===== config.mk =====
export PLATFORM = sky130hd
export DESIGN_NAME = tocs_jobq
export DESIGN_NICKNAME = d
export VERILOG_FILES = /design/src/hw/rtl/tocs_pkg.sv /design/src/hw/rtl/tocs_jobq.sv
export SDC_FILE = /design/constraint.sdc
export NUM_CORES = 1
export LEC_CHECK = 0
export BUFFER_PORTS_ARGS = -buffer_cell sky130_fd_sc_hd__clkbuf_2
export CAP_MARGIN = 40
export CELL_PAD_IN_SITES_DETAIL_PLACEMENT = 2
export CELL_PAD_IN_SITES_GLOBAL_PLACEMENT = 2
export CORE_MARGIN = 5
export CORE_UTILIZATION = 40
export CTS_CLUSTER_SIZE = 28
export DETAILED_ROUTE_END_ITERATION = 10
export PLACE_DENSITY = 0.93
export SYNTH_ARGS = -nofsm -noshare
export SYNTH_HDL_FRONTEND = slang
export SYNTH_SLANG_ARGS = --single-unit
export TNS_END_PERCENT = 5

===== constraint.sdc =====
create_clock -name clk_i -period 6.9 [get_ports clk_i]
set_clock_uncertainty 0.2 [all_clocks]
set_input_delay 0.69 -clock clk_i [delete_from_list [all_inputs] [get_ports clk_i]]
set_output_delay 0.69 -clock clk_i [all_outputs]
set_load 0.02 [all_outputs]

===== src/hw/rtl/tocs_pkg.sv =====
package tocs_pkg;

  // display geometry and glyph size
  localparam int GLYPH_WIDTH = 5;
  localparam int COLUMNS     = 128;
  localparam int PAGES       = 8;

  // field widths
  localparam int PAGE_W      = 3;
  localparam int COL_W       = 8;
  localparam int BYTE_W      = 8;
  localparam int GLYPH_IDX_W = 7;
  localparam int CNT_W       = 3;
  localparam int FONT_COLS   = 5;

  // job queue
  localparam int JOBQ_DEPTH = 2;
  localparam int JOBQ_AW    = (JOBQ_DEPTH > 1) ? $clog2(JOBQ_DEPTH) : 1;

  // last step index inside each run
  localparam logic [CNT_W-1:0] CURSOR_LAST   = CNT_W'(5);
  localparam logic [CNT_W-1:0] CONTRAST_LAST = CNT_W'(1);
  localparam logic [CNT_W-1:0] GLYPH_LAST    = CNT_W'(GLYPH_WIDTH);

  // command and character codes
  localparam logic [BYTE_W-1:0] CMD_COL_ADDR  = 8'h21;
  localparam logic [BYTE_W-1:0] CMD_PAGE_ADDR = 8'h22;
  localparam logic [BYTE_W-1:0] CMD_CONTRAST  = 8'h81;
  localparam logic [BYTE_W-1:0] CHAR_NEWLINE  = 8'h0A;
  localparam logic [BYTE_W-1:0] CHAR_FIRST    = 8'h20;
  localparam logic [BYTE_W-1:0] CHAR_LAST     = 8'h7F;
  localparam logic [BYTE_W-1:0] BLANK_COL     = 8'h00;

  // request codes
  typedef enum logic [1:0] {
    REQ_PRINT    = 2'd0,
    REQ_CURSOR   = 2'd1,
    REQ_CONTRAST = 2'd2
  } req_e;

  // back end sequencer phases
  typedef enum logic [1:0] {
    PH_IDLE,
    PH_CURSOR,
    PH_GLYPH,
    PH_CONTRAST
  } phase_e;

  // one classified request
  typedef struct packed {
    logic                   has_cursor;
    logic                   has_glyph;
    logic                   is_contrast;
    logic [PAGE_W-1:0]      page;
    logic [COL_W-1:0]       col;
    logic [GLYPH_IDX_W-1:0] glyph;
    logic [BYTE_W-1:0]      value;
  } job_t;

  // one result beat
  typedef struct packed {
    logic              is_command;
    logic [BYTE_W-1:0] byte_value;
    logic              last_of_run;
  } beat_t;

  // 5x8 font, columns left to right from the top byte
  function automatic logic [8*FONT_COLS-1:0] font_row(input logic [GLYPH_IDX_W-1:0] idx);
    logic [8*FONT_COLS-1:0] row;
    unique case (idx)
      7'd0:  row = 40'h0000000000;
      7'd1:  row = 40'h00005f0000;
      7'd2:  row = 40'h0007000700;
      7'd3:  row = 40'h147f147f14;
      7'd4:  row = 40'h242a7f2a12;
      7'd5:  row = 40'h2313086462;
      7'd6:  row = 40'h3649552250;
      7'd7:  row = 40'h0005030000;
      7'd8:  row = 40'h001c224100;
      7'd9:  row = 40'h0041221c00;
      7'd10: row = 40'h14083e0814;
      7'd11: row = 40'h08083e0808;
      7'd12: row = 40'h0050300000;
      7'd13: row = 40'h0808080808;
      7'd14: row = 40'h0060600000;
      7'd15: row = 40'h2010080402;
      7'd16: row = 40'h3e5149453e;
      7'd17: row = 40'h00427f4000;
      7'd18: row = 40'h4261514946;
      7'd19: row = 40'h2141454b31;
      7'd20: row = 40'h1814127f10;
      7'd21: row = 40'h2745454539;
      7'd22: row = 40'h3c4a494930;
      7'd23: row = 40'h0171090503;
      7'd24: row = 40'h3649494936;
      7'd25: row = 40'h064949291e;
      7'd26: row = 40'h0036360000;
      7'd27: row = 40'h0056360000;
      7'd28: row = 40'h0814224100;
      7'd29: row = 40'h1414141414;
      7'd30: row = 40'h0041221408;
      7'd31: row = 40'h0201510906;
      7'd32: row = 40'h324979413e;
      7'd33: row = 40'h7e1111117e;
      7'd34: row = 40'h7f49494936;
      7'd35: row = 40'h3e41414122;
      7'd36: row = 40'h7f4141221c;
      7'd37: row = 40'h7f49494941;
      7'd38: row = 40'h7f09090901;
      7'd39: row = 40'h3e4149497a;
      7'd40: row = 40'h7f0808087f;
      7'd41: row = 40'h00417f4100;
      7'd42: row = 40'h2040413f01;
      7'd43: row = 40'h7f08142241;
      7'd44: row = 40'h7f40404040;
      7'd45: row = 40'h7f020c027f;
      7'd46: row = 40'h7f0408107f;
      7'd47: row = 40'h3e4141413e;
      7'd48: row = 40'h7f09090906;
      7'd49: row = 40'h3e4151215e;
      7'd50: row = 40'h7f09192946;
      7'd51: row = 40'h4649494931;
      7'd52: row = 40'h01017f0101;
      7'd53: row = 40'h3f4040403f;
      7'd54: row = 40'h1f2040201f;
      7'd55: row = 40'h3f4038403f;
      7'd56: row = 40'h6314081463;
      7'd57: row = 40'h0708700807;
      7'd58: row = 40'h6151494543;
      7'd59: row = 40'h007f414100;
      7'd60: row = 40'h0204081020;
      7'd61: row = 40'h0041417f00;
      7'd62: row = 40'h0402010204;
      7'd63: row = 40'h4040404040;
      7'd64: row = 40'h0001020400;
      7'd65: row = 40'h2054545478;
      7'd66: row = 40'h7f48444438;
      7'd67: row = 40'h3844444420;
      7'd68: row = 40'h384444487f;
      7'd69: row = 40'h3854545418;
      7'd70: row = 40'h087e090102;
      7'd71: row = 40'h0c5252523e;
      7'd72: row = 40'h7f08040478;
      7'd73: row = 40'h00447d4000;
      7'd74: row = 40'h2040443d00;
      7'd75: row = 40'h7f10284400;
      7'd76: row = 40'h00417f4000;
      7'd77: row = 40'h7c04180478;
      7'd78: row = 40'h7c08040478;
      7'd79: row = 40'h3844444438;
      7'd80: row = 40'h7c14141408;
      7'd81: row = 40'h081414147c;
      7'd82: row = 40'h7c08040408;
      7'd83: row = 40'h4854545420;
      7'd84: row = 40'h043f444020;
      7'd85: row = 40'h3c4040207c;
      7'd86: row = 40'h1c2040201c;
      7'd87: row = 40'h3c4030403c;
      7'd88: row = 40'h4428102844;
      7'd89: row = 40'h0c5050503c;
      7'd90: row = 40'h4464544c44;
      7'd91: row = 40'h0008364100;
      7'd92: row = 40'h00007f0000;
      7'd93: row = 40'h0041360800;
      7'd94: row = 40'h1008081008;
      default: row = 40'h0000000000;
    endcase
    return row;
  endfunction

  // one column of a glyph
  function automatic logic [BYTE_W-1:0] font_col(input logic [GLYPH_IDX_W-1:0] idx,
                                                 input logic [CNT_W-1:0] col);
    logic [8*FONT_COLS-1:0] row;
    logic [BYTE_W-1:0]      res;
    row = font_row(idx);
    res = BLANK_COL;
    for (int i = 0; i < FONT_COLS; i++) begin
      if (col == CNT_W'(i)) begin
        res = row[8*(FONT_COLS-1-i) +: 8];
      end
    end
    return res;
  endfunction

endpackage


===== src/hw/rtl/tocs_jobq.sv =====
module tocs_jobq (
  input  logic           clk_i,
  input  logic           rst_ni,
  input  logic           wr_i,
  input  tocs_pkg::job_t wr_data_i,
  input  logic           rd_i,
  output tocs_pkg::job_t rd_data_o,
  output logic           full_o,
  output logic           empty_o
);

  tocs_pkg::job_t               mem_q [tocs_pkg::JOBQ_DEPTH];
  logic [tocs_pkg::JOBQ_AW-1:0] wr_ptr_q, rd_ptr_q;
  logic [tocs_pkg::JOBQ_AW:0]   cnt_q;
  logic                         do_wr, do_rd;

  assign full_o    = (cnt_q == (tocs_pkg::JOBQ_AW+1)'(tocs_pkg::JOBQ_DEPTH));
  assign empty_o   = (cnt_q == '0);
  assign do_wr     = wr_i && !full_o;
  assign do_rd     = rd_i && !empty_o;
  assign rd_data_o = mem_q[rd_ptr_q];

  // pointers and fill count
  always_ff @(posedge clk_i or negedge rst_ni) begin
    if (!rst_ni) begin
      wr_ptr_q <= '0;
      rd_ptr_q <= '0;
      cnt_q    <= '0;
    end else begin
      if (do_wr) begin
        wr_ptr_q <= (wr_ptr_q == tocs_pkg::JOBQ_AW'(tocs_pkg::JOBQ_DEPTH - 1)) ?
                    '0 : wr_ptr_q + tocs_pkg::JOBQ_AW'(1);
      end
      if (do_rd) begin
        rd_ptr_q <= (rd_ptr_q == tocs_pkg::JOBQ_AW'(tocs_pkg::JOBQ_DEPTH - 1)) ?
                    '0 : rd_ptr_q + tocs_pkg::JOBQ_AW'(1);
      end
      unique case ({do_wr, do_rd})
        2'b10:   cnt_q <= cnt_q + (tocs_pkg::JOBQ_AW+1)'(1);
        2'b01:   cnt_q <= cnt_q - (tocs_pkg::JOBQ_AW+1)'(1);
        default: cnt_q <= cnt_q;
      endcase
    end
  end

  // entry storage
  always_ff @(posedge clk_i) begin
    if (do_wr) begin
      mem_q[wr_ptr_q] <= wr_data_i;
    end
  end

endmodule


* Yosys cells after proc, flatten, opt, wreduce, memory -nomap -nowiden *
Memory sizes are Yosys's and may differ from the RTL's.
Index checks and enable logic that the tools add are counted.

word-level totals
  output and inout bits = 31
  word-level logic and storage cells = 22
  RAM bits = 58
  memories kept = 1
  register bits = 4
  input bits = 33

cells by class
  eq/ne operators = 3
  $add $sub $neg = 4
  reduce and logical (&&, ||, !) cells = 6
  multiplexer cells = 5

memories
  name   depth  bits a word  read ports  clocked after memory_dff  write ports  RTL line         text
  mem_q  2      29           1           0                         1            tocs_jobq.sv:12  tocs_pkg::job_t mem_q [tocs_pkg::JOBQ_DEPTH];

operator list
  cell                 count
  $eq 2x2->1 const B   2
  $mux 1               4
  $pmux 2 s2           1
  $add 1x1->1 const B  2
  $add 2x1->2 const B  1
  $eq 2x1->1 const B   1
  $logic_and 1x1->1    2
  $logic_not 1->1      2
  $logic_not 2->1      1
  $reduce_bool 2->1    1
  $sub 2x1->2 const B  1

* Logic depth before layout (Yosys ltp) *
  word-level depth = 5
  gate-level depth with buffers = 6
  mapped depth without buffers = 6

* Worst setup path after synthesis *
Ideal clock, no wire load.

  path type = in2reg
  from = input wr_i
  to = memory mem_q[0][0] (netlist name) (enable)
  cell stages on the path = 2
  setup slack = 4270 ps
  required time = 6285 ps
  data arrival time = 2015 ps
  cells stage by stage = nand2_1 nor2_1

between the ends
  cells in the longest elaborated chain, start to end = 3

RTL lines
  element                       RTL line         text
  from (decl)                   tocs_jobq.sv:4   input logic wr_i,
  $logic_and 1x1->1             tocs_jobq.sv:19  assign do_wr = wr_i && !full_o;
  $mux 1                        tocs_jobq.sv:48  if (do_wr) begin
  $mux 1 (not written as such)  tocs_jobq.sv:49  mem_q[wr_ptr_q] <= wr_data_i;
  to (decl)                     tocs_jobq.sv:12

Every way passes these cells.

==> impl_metrics.tcl <==
set metrics [dict create \
    fin_crit_ns 2.65 \
    die_w_um 85.6 \
    rows 27 \
    crit_start "rd_ptr_q" \
    synth-xor-area-share 0.0191 \
    hold_viol_final 0 \
    status "complete, no violations" \
    setup_viol 0 \
    initial_utilization 0.413 \
    holdBufCountCts 1 \
    final_cell_area_um2 2910 \
    synth_simple_gate_area_frac 0.0159 \
    via_count 1206 \
    dp_hpwl_mm 3.76 \
    dpl-instance-area_um2 2720 \
    die-area_um2 7330 \
    die-height_um 85.6 \
    postCtsResizedCells 0 \
    vias_per_cell 4.64 \
    antenna_found_initial 0 \
    synth.mux.area_fraction 0.143 \
    portBuffers 63 \
    final_core_util 0.524 \
    fin_nets 217 \
    drv_slew 0 \
    ant_nets 0 \
    crit_path_top_delay_cell "dfrtp_1" \
    worst_slack_ns 4.25 \
    syn_area_per_cell_um2 21.2 \
    cts_max_level 3 \
    grt_pass1_wl_mm 7.46 \
    first_global_vias 1392 \
    synth-warning-count 0 \
    grt-ovfl-total 0 \
    finalCritPeriodShare 0.384 \
    power_density_nw_per_um2 445 \
    reg2regPathDepth 4 \
    maxSlewHeadroom 0.566 \
    fmax_mhz 377 \
    mappedNetlistArea_um2 2290 \
    worst_r2r_startpoint "cnt_q[0]" \
    postCtsSetupBuffers 0 \
    syn_inst 108 \
    drive_above_1_share 0.585 \
    gr-usage-all-layers 0.141 \
    dp_worst_setup_slack_ns 4.52 \
    synth-seq-cells 62 \
    wl_per_cell_um 19.2 \
    wirelength_mm 4.98 \
    cap_viol_max_count 0 \
    cts_buffers 9 \
    grt_setup_unrepaired "no" \
    yosysUniqueCellTypes 13 \
    area_growth_pct 27.0 \
    cp.depth 3 \
    crit_buf_inv 2 \
    drc_errors 0 \
    arrival_ns 1.76 \
    end_kind "primary output" \
    root_buffer "clkbuf_8" \
    seq_area_frac_synth 0.805 \
    p_leak_nw 1.13 \
    clock_sinks 62 \
    endpoint "rd_data_o[28]" \
    path_cells "buf_16, mux2_2, clkbuf_2" \
    cp_slowest_stage_delay_ns 0.68 \
    synth_top_family_by_area "multiplexers" \
    synthAdderAreaFrac 0.00547 \
    start_kind "flip-flop" \
    clk_pin_slew_worst_paths_ns 0.07 \
    fill_cells 513 \
    critPathRequiredTime_ns 6.01 \
    hold_path.class "flip-flop to flip-flop" \
    antenna_cells 0 \
    tightest_slew_ns 0.651 \
    critPathKind "flip-flop to primary output" \
    clock_latency_ns 0.32 \
    cp_max_fo 22 \
    core-area_um2 5540 \
    peakVddDrop_mv 0.175 \
    clock_path_buffers 2 \
    crit_family "flip-flops" \
    r2r_setup_slack_ns 4.70 \
    synth_compound_area_frac 0 \
    rr_endpoint "mem_q[0][25]" \
    grt_start_max_net_pins 30 \
    first_iter_violations 83 \
    gp_congestion 0.692 \
    synth_nets 142 \
    tritoncts "done" \
    dr.pass1.iters 4 \
    io-pin-count 64 \
    tns_ns 0 \
]
==> power by group <==
group / total, W / internal (W) / switching (W)
Sequential: 0.000561 / 0.000517 / 0.0000436
Clock: 0.000291 / 0.000162 / 0.000128
Combinational: 0.000442 / 0.000182 / 0.000260
Total: 0.00129 / 0.000861 / 0.000432
==> worst min-delay path by stage <==
stage / from / to / slack [ns] / cells after the start
after floorplan: rst_ni / cnt_q[0] / 0.19 / 0
after global placement: cnt_q[1] / cnt_q[1] / 0.28 / 1
after detailed placement: rst_ni / cnt_q[1] / 0.31 / 1
after CTS: cnt_q[1] / cnt_q[1] / 0.32 / 1
after global routing: cnt_q[1] / cnt_q[1] / 0.33 / 1
final: cnt_q[1] / cnt_q[1] / 0.32 / 1
==> synth_stat cells <==
cell,number,area (um^2)
buf_4,3,22.5
nor2b_2,1,8.76
xor2_1,2,17.5
ha_1,1,12.5
nand2b_1,1,6.26
mux2_2,29,327
edfxtp_1,58,1740
dfrtp_1,4,100
and3_1,1,6.26
xnor2_1,3,26.3
inv_1,1,3.75
nor2_1,3,11.3
nand2_1,1,3.75
==> logic make-up after synthesis <==
group,after synthesis
xor gates and xnor gates,5
adders and majority gates,1
buffers and inverters,4
DFF,62
muxes,29
and+or+nand+nor,7
==> stage by stage <==
stage | std cells | hold slack, ns | total power [W]
after detailed placement | 243 | 0.307 | 0.00102
after global routing | 260 | 0.327 | 0.00136
after CTS | 260 | 0.318 | 0.00132
after global placement | 242 | 0.278 | 0.000969
final | 260 | 0.316 | 0.00129
after floorplan | 108 | 0.194 | 0.000856
==> sequential cells by signal, indices dropped and copies added, names as in the netlist <==
register  count
mem_q        58
cnt_q         2
rd_ptr_q      1
wr_ptr_q      1
==> placed cells by master, fill, tap and decap left out <==
| cell type | n |
|---|---|
| inv_1 | 1 |
| nand2b_1 | 1 |
| clkbuf_8 | 9 |
| bufinv_16 | 1 |
| buf_16 | 1 |
| dlygate4sd3_1 | 1 |
| clkinv_1 | 2 |
| xnor2_1 | 3 |
| mux2_2 | 29 |
| nor2b_2 | 1 |
| nor2_1 | 2 |
| ha_1 | 1 |
| edfxtp_1 | 58 |
| clkbuf_1 | 1 |
| buf_4 | 2 |
| dfrtp_1 | 4 |
| and3_1 | 1 |
| clkbuf_2 | 63 |
| xor2_1 | 2 |
| nand2_1 | 1 |
| nor2_2 | 1 |
| clkinv_2 | 3 |
==> cell type report <==
type	count	area, um^2	area share
sequential	62	1840	0.634
clock inverter	6	52.6	0.0181
timing repair buffer	67	368	0.127
tap	72	90.1	0.0310
multi-input combinational	42	422	0.145
inverter	1	3.75	0.00129
clock buffer	10	128	0.0439
==> metal layers <==
metal	global-route usage	routed length, um	vias up
met3	0.0317	211	2
met2	0.239	2680	44
met1	0.167	2060	596
met4	0.0777	27	0
li1	-	-	564
met5	0	0	-
Power figures use the tool's default switching activity.
