[config.mk]
export PLATFORM = sky130hd
export DESIGN_NAME = tocs_front
export DESIGN_NICKNAME = d
export VERILOG_FILES = /design/src/hw/rtl/tocs_pkg.sv /design/src/hw/rtl/tocs_front.sv
export SDC_FILE = /design/constraint.sdc
export NUM_CORES = 1
export LEC_CHECK = 0
export ABC_AREA = 1
export CAP_MARGIN = 20
export CELL_PAD_IN_SITES_DETAIL_PLACEMENT = 2
export CELL_PAD_IN_SITES_GLOBAL_PLACEMENT = 2
export CORE_AREA = 2 2 55 77
export DETAILED_ROUTE_END_ITERATION = 8
export DIE_AREA = 0 0 57 79
export DONT_BUFFER_PORTS = 1
export PLACE_DENSITY = 0.72
export SLEW_MARGIN = 40
export SYNTH_ARGS = -nofsm -noshare
export SYNTH_HDL_FRONTEND = slang
export SYNTH_SLANG_ARGS = --single-unit
[constraint.sdc]
create_clock -name clk_i -period 2.2 [get_ports clk_i]
set_clock_uncertainty 0.15 [all_clocks]
set_input_delay 0.22 -clock clk_i [delete_from_list [all_inputs] [get_ports clk_i]]
set_output_delay 0.22 -clock clk_i [all_outputs]
set_load 0.005 [all_outputs]
[src/hw/rtl/tocs_pkg.sv]
package tocs_pkg;

  // display geometry and glyph size
  localparam int GLYPH_WIDTH = 5;
  localparam int COLUMNS     = 128;
  localparam int PAGES       = 8;

  // field widths
  localparam int PAGE_W      = 3;
  localparam int COL_W       = 8;
  localparam int BYTE_W      = 8;
  localparam int GLYPH_IDX_W = 7;
  localparam int CNT_W       = 3;
  localparam int FONT_COLS   = 5;

  // job queue
  localparam int JOBQ_DEPTH = 2;
  localparam int JOBQ_AW    = (JOBQ_DEPTH > 1) ? $clog2(JOBQ_DEPTH) : 1;

  // last step index inside each run
  localparam logic [CNT_W-1:0] CURSOR_LAST   = CNT_W'(5);
  localparam logic [CNT_W-1:0] CONTRAST_LAST = CNT_W'(1);
  localparam logic [CNT_W-1:0] GLYPH_LAST    = CNT_W'(GLYPH_WIDTH);

  // command and character codes
  localparam logic [BYTE_W-1:0] CMD_COL_ADDR  = 8'h21;
  localparam logic [BYTE_W-1:0] CMD_PAGE_ADDR = 8'h22;
  localparam logic [BYTE_W-1:0] CMD_CONTRAST  = 8'h81;
  localparam logic [BYTE_W-1:0] CHAR_NEWLINE  = 8'h0A;
  localparam logic [BYTE_W-1:0] CHAR_FIRST    = 8'h20;
  localparam logic [BYTE_W-1:0] CHAR_LAST     = 8'h7F;
  localparam logic [BYTE_W-1:0] BLANK_COL     = 8'h00;

  // request codes
  typedef enum logic [1:0] {
    REQ_PRINT    = 2'd0,
    REQ_CURSOR   = 2'd1,
    REQ_CONTRAST = 2'd2
  } req_e;

  // back end sequencer phases
  typedef enum logic [1:0] {
    PH_IDLE,
    PH_CURSOR,
    PH_GLYPH,
    PH_CONTRAST
  } phase_e;

  // one classified request
  typedef struct packed {
    logic                   has_cursor;
    logic                   has_glyph;
    logic                   is_contrast;
    logic [PAGE_W-1:0]      page;
    logic [COL_W-1:0]       col;
    logic [GLYPH_IDX_W-1:0] glyph;
    logic [BYTE_W-1:0]      value;
  } job_t;

  // one result beat
  typedef struct packed {
    logic              is_command;
    logic [BYTE_W-1:0] byte_value;
    logic              last_of_run;
  } beat_t;

  // 5x8 font, columns left to right from the top byte
  function automatic logic [8*FONT_COLS-1:0] font_row(input logic [GLYPH_IDX_W-1:0] idx);
    logic [8*FONT_COLS-1:0] row;
    unique case (idx)
      7'd0:  row = 40'h0000000000;
      7'd1:  row = 40'h00005f0000;
      7'd2:  row = 40'h0007000700;
      7'd3:  row = 40'h147f147f14;
      7'd4:  row = 40'h242a7f2a12;
      7'd5:  row = 40'h2313086462;
      7'd6:  row = 40'h3649552250;
      7'd7:  row = 40'h0005030000;
      7'd8:  row = 40'h001c224100;
      7'd9:  row = 40'h0041221c00;
      7'd10: row = 40'h14083e0814;
      7'd11: row = 40'h08083e0808;
      7'd12: row = 40'h0050300000;
      7'd13: row = 40'h0808080808;
      7'd14: row = 40'h0060600000;
      7'd15: row = 40'h2010080402;
      7'd16: row = 40'h3e5149453e;
      7'd17: row = 40'h00427f4000;
      7'd18: row = 40'h4261514946;
      7'd19: row = 40'h2141454b31;
      7'd20: row = 40'h1814127f10;
      7'd21: row = 40'h2745454539;
      7'd22: row = 40'h3c4a494930;
      7'd23: row = 40'h0171090503;
      7'd24: row = 40'h3649494936;
      7'd25: row = 40'h064949291e;
      7'd26: row = 40'h0036360000;
      7'd27: row = 40'h0056360000;
      7'd28: row = 40'h0814224100;
      7'd29: row = 40'h1414141414;
      7'd30: row = 40'h0041221408;
      7'd31: row = 40'h0201510906;
      7'd32: row = 40'h324979413e;
      7'd33: row = 40'h7e1111117e;
      7'd34: row = 40'h7f49494936;
      7'd35: row = 40'h3e41414122;
      7'd36: row = 40'h7f4141221c;
      7'd37: row = 40'h7f49494941;
      7'd38: row = 40'h7f09090901;
      7'd39: row = 40'h3e4149497a;
      7'd40: row = 40'h7f0808087f;
      7'd41: row = 40'h00417f4100;
      7'd42: row = 40'h2040413f01;
      7'd43: row = 40'h7f08142241;
      7'd44: row = 40'h7f40404040;
      7'd45: row = 40'h7f020c027f;
      7'd46: row = 40'h7f0408107f;
      7'd47: row = 40'h3e4141413e;
      7'd48: row = 40'h7f09090906;
      7'd49: row = 40'h3e4151215e;
      7'd50: row = 40'h7f09192946;
      7'd51: row = 40'h4649494931;
      7'd52: row = 40'h01017f0101;
      7'd53: row = 40'h3f4040403f;
      7'd54: row = 40'h1f2040201f;
      7'd55: row = 40'h3f4038403f;
      7'd56: row = 40'h6314081463;
      7'd57: row = 40'h0708700807;
      7'd58: row = 40'h6151494543;
      7'd59: row = 40'h007f414100;
      7'd60: row = 40'h0204081020;
      7'd61: row = 40'h0041417f00;
      7'd62: row = 40'h0402010204;
      7'd63: row = 40'h4040404040;
      7'd64: row = 40'h0001020400;
      7'd65: row = 40'h2054545478;
      7'd66: row = 40'h7f48444438;
      7'd67: row = 40'h3844444420;
      7'd68: row = 40'h384444487f;
      7'd69: row = 40'h3854545418;
      7'd70: row = 40'h087e090102;
      7'd71: row = 40'h0c5252523e;
      7'd72: row = 40'h7f08040478;
      7'd73: row = 40'h00447d4000;
      7'd74: row = 40'h2040443d00;
      7'd75: row = 40'h7f10284400;
      7'd76: row = 40'h00417f4000;
      7'd77: row = 40'h7c04180478;
      7'd78: row = 40'h7c08040478;
      7'd79: row = 40'h3844444438;
      7'd80: row = 40'h7c14141408;
      7'd81: row = 40'h081414147c;
      7'd82: row = 40'h7c08040408;
      7'd83: row = 40'h4854545420;
      7'd84: row = 40'h043f444020;
      7'd85: row = 40'h3c4040207c;
      7'd86: row = 40'h1c2040201c;
      7'd87: row = 40'h3c4030403c;
      7'd88: row = 40'h4428102844;
      7'd89: row = 40'h0c5050503c;
      7'd90: row = 40'h4464544c44;
      7'd91: row = 40'h0008364100;
      7'd92: row = 40'h00007f0000;
      7'd93: row = 40'h0041360800;
      7'd94: row = 40'h1008081008;
      default: row = 40'h0000000000;
    endcase
    return row;
  endfunction

  // one column of a glyph
  function automatic logic [BYTE_W-1:0] font_col(input logic [GLYPH_IDX_W-1:0] idx,
                                                 input logic [CNT_W-1:0] col);
    logic [8*FONT_COLS-1:0] row;
    logic [BYTE_W-1:0]      res;
    row = font_row(idx);
    res = BLANK_COL;
    for (int i = 0; i < FONT_COLS; i++) begin
      if (col == CNT_W'(i)) begin
        res = row[8*(FONT_COLS-1-i) +: 8];
      end
    end
    return res;
  endfunction

endpackage

[src/hw/rtl/tocs_front.sv]
module tocs_front (
  input  logic                         clk_i,
  input  logic                         rst_ni,
  input  logic                         push_i,
  input  logic                         q_full_i,
  input  logic [1:0]                   req_type_i,
  input  logic [7:0]                   char_code_i,
  input  logic [7:0]                   target_page_i,
  input  logic [7:0]                   target_column_i,
  input  logic [7:0]                   contrast_value_i,
  output logic                         job_push_o,
  output tocs_pkg::job_t               job_o
);

  logic [tocs_pkg::PAGE_W-1:0] page_q, page_d;
  logic [tocs_pkg::COL_W-1:0]  col_q, col_d;
  logic                        accept;
  logic                        nl;
  logic                        adv;
  logic                        in_rom;
  logic                        cur_ok;
  logic [tocs_pkg::PAGE_W-1:0] page_inc;
  logic [tocs_pkg::COL_W-1:0]  col_base;
  tocs_pkg::job_t              job;

  assign accept = push_i && !q_full_i;

  // line advance and glyph lookup
  assign nl     = (char_code_i == tocs_pkg::CHAR_NEWLINE);
  assign adv    = nl || (({1'b0, col_q} + 9'(tocs_pkg::GLYPH_WIDTH)) >= 9'(tocs_pkg::COLUMNS));
  assign in_rom = (char_code_i >= tocs_pkg::CHAR_FIRST) && (char_code_i <= tocs_pkg::CHAR_LAST);
  assign cur_ok = (target_page_i < 8'(tocs_pkg::PAGES)) &&
                  (target_column_i < 8'(tocs_pkg::COLUMNS));
  assign page_inc = (page_q == tocs_pkg::PAGE_W'(tocs_pkg::PAGES - 1)) ?
                    '0 : page_q + tocs_pkg::PAGE_W'(1);
  assign col_base = adv ? '0 : col_q;

  // classify the request into a job and the next cursor
  always_comb begin
    job             = '0;
    job.value       = contrast_value_i;
    job.glyph       = in_rom ? tocs_pkg::GLYPH_IDX_W'(char_code_i - tocs_pkg::CHAR_FIRST) : '0;
    page_d          = page_q;
    col_d           = col_q;
    unique case (tocs_pkg::req_e'(req_type_i))
      tocs_pkg::REQ_PRINT: begin
        job.has_cursor = adv;
        job.has_glyph  = !nl;
        job.page       = page_inc;
        job.col        = '0;
        if (adv) begin
          page_d = page_inc;
        end
        col_d = nl ? '0 : col_base + tocs_pkg::COL_W'(tocs_pkg::GLYPH_WIDTH + 1);
      end
      tocs_pkg::REQ_CURSOR: begin
        job.has_cursor = cur_ok;
        job.page       = target_page_i[tocs_pkg::PAGE_W-1:0];
        job.col        = target_column_i;
        if (cur_ok) begin
          page_d = target_page_i[tocs_pkg::PAGE_W-1:0];
          col_d  = target_column_i;
        end
      end
      tocs_pkg::REQ_CONTRAST: begin
        job.is_contrast = 1'b1;
      end
      default: begin
      end
    endcase
  end

  assign job_o      = job;
  assign job_push_o = accept && (job.has_cursor || job.has_glyph || job.is_contrast);

  // cursor registers
  always_ff @(posedge clk_i or negedge rst_ni) begin
    if (!rst_ni) begin
      page_q <= '0;
      col_q  <= '0;
    end else if (accept) begin
      page_q <= page_d;
      col_q  <= col_d;
    end
  end

endmodule

# Word-level counts from Yosys, hierarchy flattened
# Index checks and enable logic that the tools add are counted.
# op_classes
order_cmp	5
eq_ne	6
n_reduce_logical	13
mux	13
add_sub_neg	4
# ops
operator	count
two-way mux 8 bit	3
one-hot mux 11 bit (2 select lines)	1
one-hot mux 8 bit (2 select lines)	1
adder 8 x 3 -> 9 bit (second input constant)	1
greater-or-equal comparator 9 x 8 -> 1 bit (second input constant)	1
two-way mux 3 bit	3
adder 8 x 3 -> 8 bit (second input constant)	1
equality test 8 x 4 -> 1 bit (second input constant)	1
greater-or-equal comparator 8 x 6 -> 1 bit (second input constant)	1
less-or-equal comparator 8 x 7 -> 1 bit (second input constant)	1
less-than comparator 8 x 4 -> 1 bit (second input constant)	1
less-than comparator 8 bit (second input constant)	1
two-way mux 7 bit	1
subtractor 7 x 6 -> 7 bit (second input constant)	1
one-hot mux 3 bit (2 select lines)	1
logical AND 1 bit	4
!= test 2 bit (second input constant)	2
AND reduction 4 bit	1
adder 3 x 1 -> 3 bit (second input constant)	1
equality test 3 bit (second input constant)	1
logical OR 1 bit	3
AND reduction 3 bit	1
equality test 2 x 1 -> 1 bit (second input constant)	1
equality test 2 bit (second input constant)	1
5 further kinds	7
# word_totals
out_inout_bits	30
reg_bits	11
word_cells	43
in_bits	38

# Longest topological paths before layout
# Gate-level depths: netlist of run 1.
# depth
depth_word	7
depth_mapped	13

# Worst setup path after synthesis of run 1
# Ideal clock, no wire load.
# synth_path
path_kind	flip-flop to flip-flop
startpoint	reg col_q[4] (netlist bit)
endpoint	reg col_q[7] (netlist bit)
stages_incl_launch_ff	14
setup_ps	73
slack_ps	443
t_arrival_ps	1534
n_path_buf	1
path_cell_list	dfrtp_1 -> buf_6 -> nand2_4 -> nor2_4 -> nand2_4 -> nand3_2 -> inv_2 -> nand2_1 -> ha_1 -> nor2_4 -> nand3_2 -> nor2_1 -> nand2_1 -> a21oi_2
# synth_via
elab_chain_cells	7
# synth_rtl
item	line_no	source
start, declared	tocs_front.sv:16	logic [tocs_pkg::COL_W-1:0] col_q, col_d;
start signal, assigned	tocs_front.sv:83	col_q <= col_d;
adder 8 x 3 -> 9 bit	tocs_front.sv:30	assign adv = nl || (({1'b0, col_q} + 9'(tocs_pkg::GLYPH_WIDTH)) >= 9'(tocs_pkg::COLUMNS));
greater-or-equal comparator 9 x 8 -> 1 bit	tocs_front.sv:30	
logical OR 1 bit	tocs_front.sv:30	
two-way mux 8 bit *	tocs_front.sv:36	assign col_base = adv ? '0 : col_q;
adder 8 x 3 -> 8 bit *	tocs_front.sv:54	col_d = nl ? '0 : col_base + tocs_pkg::COL_W'(tocs_pkg::GLYPH_WIDTH + 1);
two-way mux 8 bit *	tocs_front.sv:54	
one-hot mux 8 bit (2 select lines) *	tocs_front.sv:45	unique case (tocs_pkg::req_e'(req_type_i))
# Mark *: on every way between the ends. The rest lies on a longest branch, timed or not.
# A chain may end at the register's enable or synchronous reset.

# Worst setup path after layout of run 1
# layout_path
startpoint	reg col_q[4] (netlist bit)
endpoint	reg col_q[5] (netlist bit)
# The elaborated chain is that of the path after synthesis.

==> results.cfg, run 1 <==
[layout]
syn2layout_area_growth_pct = 2.52
drive_gt1_share_pct = 21.7
nFillCells = 488
multiInputGateArea_um2 = 618
layout_commonest_cell = nand2_1
regArea_um2 = 275
antenna_cells = 0
mostFrequentLayoutCells = nand2_1 (34), nor2_1 (27), inv_1 (23)
nets = 203

[outcome]
status = finished, final reports clean

[critical_path]
start_kind = register
crit_type = register to register
cp_max_fo = 8
cp-end-kind = register
arrival_ns = 2.06
crit_required_ns = 2.21

[placed_design]
place_hpwl_um = 2820
gp_congestion = 0.729
port_buffers = 0

[sta]
fmaxAchievable_mhz = 488
setup_viol = 0
tightest_slew_ns = 0.628
period_share_pct = 93.2
finalSetupTns_ns = 0
rsz0062_at_grt = false
slew_headroom_pct = 57.7
hold_violations = 0
maxSlewViolCount = 0
finalCriticalPeriod_ns = 2.05

[global_route]
grt_first_pass_wirelength_um = 5540
grt_pass1_vias = 1197
grt_antenna_before_repair = 0
grt_max_degree = 12
gr-usage-met1_pct = 14.9
grt_use_total_pct = 15.7
use_met2_pct = 32.6
grt_overflow = 0
grt_use_met3_pct = 3.26
busiest_layer = met2

[pwr]
peakVddDrop_uv = 336
p_per_area_mw_per_mm2 = 836
p_clk_share_pct = 23.2
p_leak_nw = 0.627
sw_frac_of_total_pct = 43.0
power.total_mw = 0.937
pwr-share-seq_pct = 36.3
power.switching_mw = 0.403
power.internal_mw = 0.534
power_frac_comb_pct = 40.5

[floorplanning]
die_w_um = 57
fp-row-count = 27
initial_core_util_pct = 28.4
core_mm2 = 0.00385
die_area_mm2 = 0.00450
io_pins = 68
die_h_um = 79

[synthesis]
ys_warn_count = 0
synth-seq-area-share_pct = 25.2
yosysUniqueCellTypes = 26
syn_nets = 208
synth_seq_cells = 11
syn_avg_cell_area_um2 = 6.55
postSynthCellCount = 167
netlist_area_mm2 = 0.00109

[cts]
clock_path_buffers = 2
ctsHtreeMaxLevel = 1
cts.sink_count = 11
cts_tree = yes
clkLatencyLatePin_ns = 0.24
cts_root_buf = clkbuf_8
clk_pin_slew_ns = 0.06
cts_buffers = 3

[hold_path]
min_path_type = input pin to register

[routing]
first_pass_iters = 4
drc_errors = 0
routed_wl_um = 3310
dr.first_iter.drc_count = 11
detail-route-antenna-nets = 0
post_drt_via_cell_ratio = 5.06
wl_per_cell_um = 16.2
num_vias = 1032

[flow_run]
maxCapViolCount = 0
logic make-up (layout without fill, tap and decap cells):
| kind of cell | after synthesis | after routing | share of synthesized area, % |
|---|---|---|---|
| buf+inv | 41 | 35 | 18.5 |
| fa+ha+maj | 3 | 3 | 3.43 |
| compound gates | 21 | 21 | 10.9 |
| flops | 11 | 11 | 25.2 |
| simple gates | 91 | 91 | 42.0 |
path summary, 6_finish.rpt:
| check | start | to | slack (ns) | cells after the start |
|---|---|---|---|---|
| max | col_q[4]$_DFFE_PN0P_ | col_q[5]$_DFFE_PN0P_ | 0.15 | 12 |
| min | target_column_i[3] | col_q[3]$_DFFE_PN0P_ | 0.03 | 2 |
| max reg2reg | col_q[4]$_DFFE_PN0P_ | col_q[5]$_DFFE_PN0P_ | 0.15 | 12 |
| min reg2reg | page_q[1]$_DFFE_PN0P_ | page_q[1]$_DFFE_PN0P_ | 0.34 | 2 |
| max in group asynchronous | rst_ni | col_q[5]$_DFFE_PN0P_ | 1.26 | 1 |
| min in group asynchronous | rst_ni | col_q[6]$_DFFE_PN0P_ | 0.26 | 1 |
per-layer routing:
| metal | routed length, um | vias up |
|---|---|---|
| li1 | - | 489 |
| met1 | 1120 | 515 |
| met2 | 2040 | 24 |
| met3 | 119 | 4 |
| met4 | 29 | 0 |
| met5 | 0 | - |
power by group through the flow:
stage	combinational (mW)	sequential (mW)	clock, mW
final	0.380	0.340	0.217
after global routing	0.439	0.352	0.235
after CTS	0.386	0.341	0.226
after detailed placement	0.379	0.344	0
after global placement	0.353	0.339	0
after floorplan	0.342	0.311	0
area by class of cell:
cell class | instances | share of cell area [%]
Clock buffer | 4 | 4.02
Inverter | 30 | 10.6
Multi-Input combinational cell | 115 | 55.1
Sequential cell | 11 | 24.6
Tap cell | 43 | 4.80
Timing Repair Buffer | 1 | 0.893
through the flow:
stage / instances / hold slack (ns) / setup WS (ns) / area, um2 / util [%]
after floorplan: 167 / -0.226 / 0.443 / 1090 / -
after global placement: 199 / -0.225 / 0.334 / 1060 / 27.6
after detailed placement: 199 / -0.225 / 0.129 / 1060 / 27.6
after CTS: 204 / 0.0195 / 0.0944 / 1120 / 29.0
after global routing: 204 / 0.0183 / 0.00528 / 1120 / 29.1
final: 204 / 0.0260 / 0.150 / 1120 / 29.1
worst max-delay path, cell delays in order, from the launching register on:
cell     delay (ns)
dfrtp_1        0.48
nand2_4        0.11
nor2_4         0.04
nand2_4        0.06
nand3_2        0.13
inv_4          0.11
nand2_1        0.07
ha_1           0.23
nor2_4         0.14
nand2_1        0.06
o21ai_1        0.09
nand3_1        0.09
a21oi_1        0.17
repair_timing:
action / 4_1_cts / 5_1_grt
buffers inserted: 0 / 0
gates resized for setup: 0 / 2
endpoints found under the hold margin: 11 / 0
hold buffers: 1 / 0
setup endpoints to repair: 0 / 2
synth_stat cells:
master | count | area, um2
o21ai_1 | 1 | 5.00
nand3_2 | 2 | 20.0
buf_6 | 1 | 11.3
inv_2 | 5 | 18.8
nand3_1 | 5 | 25.0
inv_4 | 1 | 6.26
nand2_1 | 34 | 128
o21ai_2 | 1 | 8.76
nor2_1 | 28 | 105
nand4_1 | 1 | 6.26
a31oi_1 | 2 | 12.5
a21oi_1 | 3 | 15.0
nor2_4 | 3 | 33.8
nand4_2 | 1 | 12.5
nor2_2 | 4 | 25.0
dfrtp_1 | 11 | 275
inv_1 | 23 | 86.3
nand2_2 | 5 | 31.3
a21oi_2 | 2 | 17.5
clkinv_2 | 1 | 5.00
buf_4 | 10 | 75.1
o21ai_0 | 12 | 60.1
nor3_1 | 2 | 10.0
ha_1 | 3 | 37.5
nand2_4 | 5 | 56.3
or2_2 | 1 | 6.26
registers in the layout, summed over array words and instances, names as in the netlist:
name,flops
col_q,8
page_q,3
Power figures use the tool's default switching activity.
==> run 2: changes to the inputs <==
--- a/config.mk
+++ b/config.mk
@@ -14,6 +14,7 @@
 export DIE_AREA = 0 0 57 79
 export DONT_BUFFER_PORTS = 1
 export PLACE_DENSITY = 0.72
+export RECOVER_POWER = 50
 export SLEW_MARGIN = 40
 export SYNTH_ARGS = -nofsm -noshare
 export SYNTH_HDL_FRONTEND = slang
==> run 2 against run 1 <==
Global-route usage unchanged. Register-to-register slack about the same. First-iteration DRC count increased by 9.1%. Sequential power about the same. Combinational power about the same. Critical path type unchanged. Highest routed layer unchanged.
==> results.cfg, run 2 (synthesized netlist as in run 1, its figures left out) <==
[outcome]
status = finished, final reports clean

[sta]
tightest_slew_ns = 0.628
maxSlewViolCount = 0
fin_ws_ns = 0.150
rsz0062_at_grt = false
slew_headroom_pct = 57.7
hold_slack_ns = 0.0275
finalSetupTns_ns = 0
fmaxAchievable_mhz = 488
period_share_pct = 93.2
setup_viol = 0
hold_violations = 0
finalCriticalPeriod_ns = 2.05

[pwr]
p_clk_share_pct = 23.2
power.total_mw = 0.935
power.internal_mw = 0.533
sw_frac_of_total_pct = 43.1
power.switching_mw = 0.403
power_frac_comb_pct = 40.4
p_leak_nw = 0.629
p_per_area_mw_per_mm2 = 842
pwr-share-seq_pct = 36.4
peakVddDrop_uv = 336

[routing]
drc_errors = 0
wl_met3_um = 118
highest_layer = met4
wl_met2_um = 2040
met1_length_um = 1130
routed_wl_um = 3320
first_pass_iters = 3
wl_per_cell_um = 16.3
detail-route-antenna-nets = 0
num_vias = 1033
post_drt_via_cell_ratio = 5.06
dr.first_iter.drc_count = 12

[global_route]
grt_use_total_pct = 15.7
grt_max_degree = 12
grt_first_pass_wirelength_um = 5540
grt_antenna_before_repair = 0
grt_overflow = 0
grt_pass1_vias = 1197

[critical_path]
crit_required_ns = 2.21
cp-end-kind = register
cp_max_fo = 8
crit_type = register to register
arrival_ns = 2.06
start_kind = register

[cts]
clock_path_buffers = 2
clk_pin_slew_ns = 0.06
cts_root_buf = clkbuf_8
cts_tree = yes
postCtsSetupBuffers = 0
ctsHtreeMaxLevel = 1
cts.sink_count = 11
cts_buffers = 3
clkLatencyLatePin_ns = 0.24

[placed_design]
place_hpwl_um = 2820
gp_congestion = 0.729
dpl_cell_area_mm2 = 0.00106
dp_slack_ns = 0.129
dpl.cell_count = 199
port_buffers = 0

[floorplanning]
initial_core_util_pct = 28.4
fp-row-count = 27
die_h_um = 79
io_pins = 68
core_mm2 = 0.00385
die_area_mm2 = 0.00450
die_w_um = 57

[layout]
nets = 203
drive_gt1_share_pct = 19.3
mostFrequentLayoutCells = nand2_1 (35), nor2_1 (28), inv_1 (25)
syn2layout_area_growth_pct = 1.60
largestRegisters = col_q x8, page_q x3
top_register = col_q
antenna_cells = 0
layout_commonest_cell = nand2_1
stdcell_count = 204
final_area_mm2 = 0.00111
largest_reg_flops = 8
utilization_pct = 28.8

[flow_run]
maxCapViolCount = 0

[hold_path]
min_path_type = input pin to register
[run 2: path summary, 6_finish.rpt]
check	from	endpoint	slack, ns	cells past startpoint
min in group asynchronous	rst_ni	col_q[6]$_DFFE_PN0P_	0.26	1
setup reg to reg	col_q[4]$_DFFE_PN0P_	col_q[5]$_DFFE_PN0P_	0.15	12
hold reg to reg	page_q[1]$_DFFE_PN0P_	page_q[1]$_DFFE_PN0P_	0.34	2
setup / recovery	col_q[4]$_DFFE_PN0P_	col_q[5]$_DFFE_PN0P_	0.15	12
hold / removal	target_column_i[3]	col_q[3]$_DFFE_PN0P_	0.03	2
max in group asynchronous	rst_ni	col_q[5]$_DFFE_PN0P_	1.26	1
[run 2: layout make-up]
type	instances	area [um2]
inverter	30	119
timing repair buffer	1	10.0
tap	43	53.8
sequential	11	275
fill	490	2740
clock buffer	4	45.0
multi-input combinational	115	608
[run 2: metal layers]
metal | vias to the layer above | track usage [%]
li1 | 489 | -
met4 | 0 | 4.19
met5 | - | 0
met3 | 4 | 3.26
met2 | 24 | 32.6
met1 | 516 | 14.9
[run 2: power by group through the flow]
stage / clock network (mW) / logic [mW] / registers (mW)
global placement: 0 / 0.353 / 0.339
CTS: 0.226 / 0.386 / 0.341
detailed placement: 0 / 0.379 / 0.344
finish: 0.217 / 0.378 / 0.340
floorplan: 0 / 0.342 / 0.311
global route: 0.235 / 0.437 / 0.352
[run 2: critical path, cell delays in order (launching register included)]
cell and delay [ns]:
dfrtp_1 0.48, nand2_4 0.11, nor2_4 0.04, nand2_4 0.06, nand3_2 0.13, inv_4 0.11, nand2_1 0.07, ha_1 0.23
nor2_4 0.14, nand2_1 0.06, o21ai_1 0.09, nand3_1 0.09, a21oi_1 0.17
[run 2: what timing repair did]
action                     4_1_cts  5_1_grt
hold endpoints to repair        11        0
hold buffers                     1        0
resized for setup                0        2
setup endpoints to repair        0        2
==> run 3: changes to the inputs <==
--- a/config.mk
+++ b/config.mk
@@ -15,6 +15,7 @@
 export DONT_BUFFER_PORTS = 1
 export PLACE_DENSITY = 0.72
 export RECOVER_POWER = 50
+export SKIP_CTS_REPAIR_TIMING = 1
 export SLEW_MARGIN = 40
 export SYNTH_ARGS = -nofsm -noshare
 export SYNTH_HDL_FRONTEND = slang
==> constraint.sdc (replaced) <==
create_clock -name clk_i -period 2.1 [get_ports clk_i]
set_clock_uncertainty 0.15 [all_clocks]
set_input_delay 0.21 -clock clk_i [delete_from_list [all_inputs] [get_ports clk_i]]
set_output_delay 0.21 -clock clk_i [all_outputs]
set_load 0.005 [all_outputs]
==> run 3 against run 2 <==
Critical path depth decreased by 8. Die area stayed put. Final cell count is 1.5% higher. First-iteration DRC count shrank 17%. Largest cell class unchanged.
==> results.cfg, run 3 (synthesized netlist as in run 1, its figures left out) <==
[cts]
cts.sink_count = 11
ctsHtreeMaxLevel = 1
cts_buffers = 3
cts_tree = yes
cts_root_buf = clkbuf_8
clkLatencyLatePin_ns = 0.24
clk_pin_slew_ns = 0.05
clock_path_buffers = 2

[hold_path]
min_path_type = input pin to register

[critical_path]
arrival_ns = 1.55
crit_type = register to output port
cp_slowest_stage_delay_ns = 0.39
cp_max_fo = 3
start_kind = register
critPathSlowestCell = dfrtp_1
crit_required_ns = 1.74
cp_common_cell = ha_1
crit_chain = ha_1 -> ha_1 -> or2_2 -> o21ai_0
cp-end-kind = output port

[sta]
fin_ws_ns = 0.191
slew_headroom_pct = 57.3
finalCriticalPeriod_ns = 1.91
tightest_slew_ns = 0.633
hold_violations = 0
period_share_pct = 90.9
setup_viol = 0
maxSlewViolCount = 0
fmaxAchievable_mhz = 524

[layout]
mostFrequentLayoutCells = nand2_1 (35), nor2_1 (29), inv_1 (25)
stdcell_count = 207
nFillCells = 481
multiInputGateArea_um2 = 612
largestRegisters = col_q x8, page_q x3
largest_reg_flops = 8
utilization_pct = 29.5
antenna_cells = 0
regArea_um2 = 275
nets = 206
syn2layout_area_growth_pct = 3.78
layout_commonest_cell = nand2_1
top_register = col_q
drive_gt1_share_pct = 21.3

[placed_design]
dpl.cell_count = 201
dp_slack_ns = 0.147
port_buffers = 0
gp_congestion = 0.751
place_hpwl_um = 2860

[floorplanning]
die_area_mm2 = 0.00450
die_h_um = 79
fp-row-count = 27
die_w_um = 57
core_mm2 = 0.00385
initial_core_util_pct = 28.4
io_pins = 68

[routing]
dr.first_iter.drc_count = 10
wl_per_cell_um = 16.6
first_pass_iters = 3
detail-route-antenna-nets = 0
routed_wl_um = 3430
post_drt_via_cell_ratio = 5.02
num_vias = 1039
drc_errors = 0

[global_route]
grt_max_degree = 12
grt_pass1_vias = 1191
grt_antenna_before_repair = 0
grt_use_total_pct = 16.2
grt_first_pass_wirelength_um = 5710
grt_overflow = 0

[pwr]
power.total_mw = 1.01
peakVddDrop_uv = 520
p_leak_nw = 0.642
p_per_area_mw_per_mm2 = 891

[flow_run]
maxCapViolCount = 0

[outcome]
status = finished, final reports clean
==> run 3: critical path, delay by kind of cell, from the launching register on <==
family	cells	cell delay, ns
compound gates	1	0.20
fa+ha+maj	2	0.41
flops	1	0.39
simple gates	1	0.30
==> run 3: final timing paths <==
kind | from | cells after the start | endpoint | slack (ns)
max in group asynchronous | rst_ni | 1 | page_q[1]$_DFFE_PN0P_ | 1.18
min | target_column_i[3] | 2 | col_q[3]$_DFFE_PN0P_ | 0.005
min in group asynchronous | rst_ni | 1 | col_q[5]$_DFFE_PN0P_ | 0.25
max | page_q[0]$_DFFE_PN0P_ | 4 | job_o[23] | 0.19
min reg2reg | page_q[1]$_DFFE_PN0P_ | 2 | page_q[1]$_DFFE_PN0P_ | 0.34
max reg2reg | col_q[2]$_DFFE_PN0P_ | 12 | col_q[5]$_DFFE_PN0P_ | 0.21
==> run 3: layout make-up <==
cell class,instances,share of cell area (%)
Inverter,30,10.3
Multi-Input combinational cell,115,53.9
Tap cell,43,4.74
Timing Repair Buffer,4,2.87
Clock buffer,4,3.97
Sequential cell,11,24.3
==> run 3: where the power goes <==
part / switching (mW) / internal [mW]
clock network: 0.0882 / 0.134
logic: 0.276 / 0.172
registers: 0.0647 / 0.277
total: 0.429 / 0.583
==> run 3: through the flow <==
| step | setup TNS, ns | hold slack (ns) | instance area (um2) |
|---|---|---|---|
| 2_1_floorplan | 0 | -0.236 | 1090 |
| 3_3_place_gp | 0 | -0.235 | 1080 |
| 3_5_place_dp | 0 | -0.235 | 1080 |
| 4_1_cts | 0 | -0.497 | 1120 |
| 5_1_grt | -0.00319 | 0.00856 | 1130 |
| 6_report | 0 | 0.00481 | 1130 |
==> run 3: per-layer routing <==
metal  vias to the layer above  part of all wire [%]  global-route usage [%]
met5                         -                     0                       0
met4                         0                   1.3                    4.88
met3                         4                   2.9                    2.77
met2                        24                    61                    33.6
met1                       514                    34                    15.5
li1                        497                     -                       -
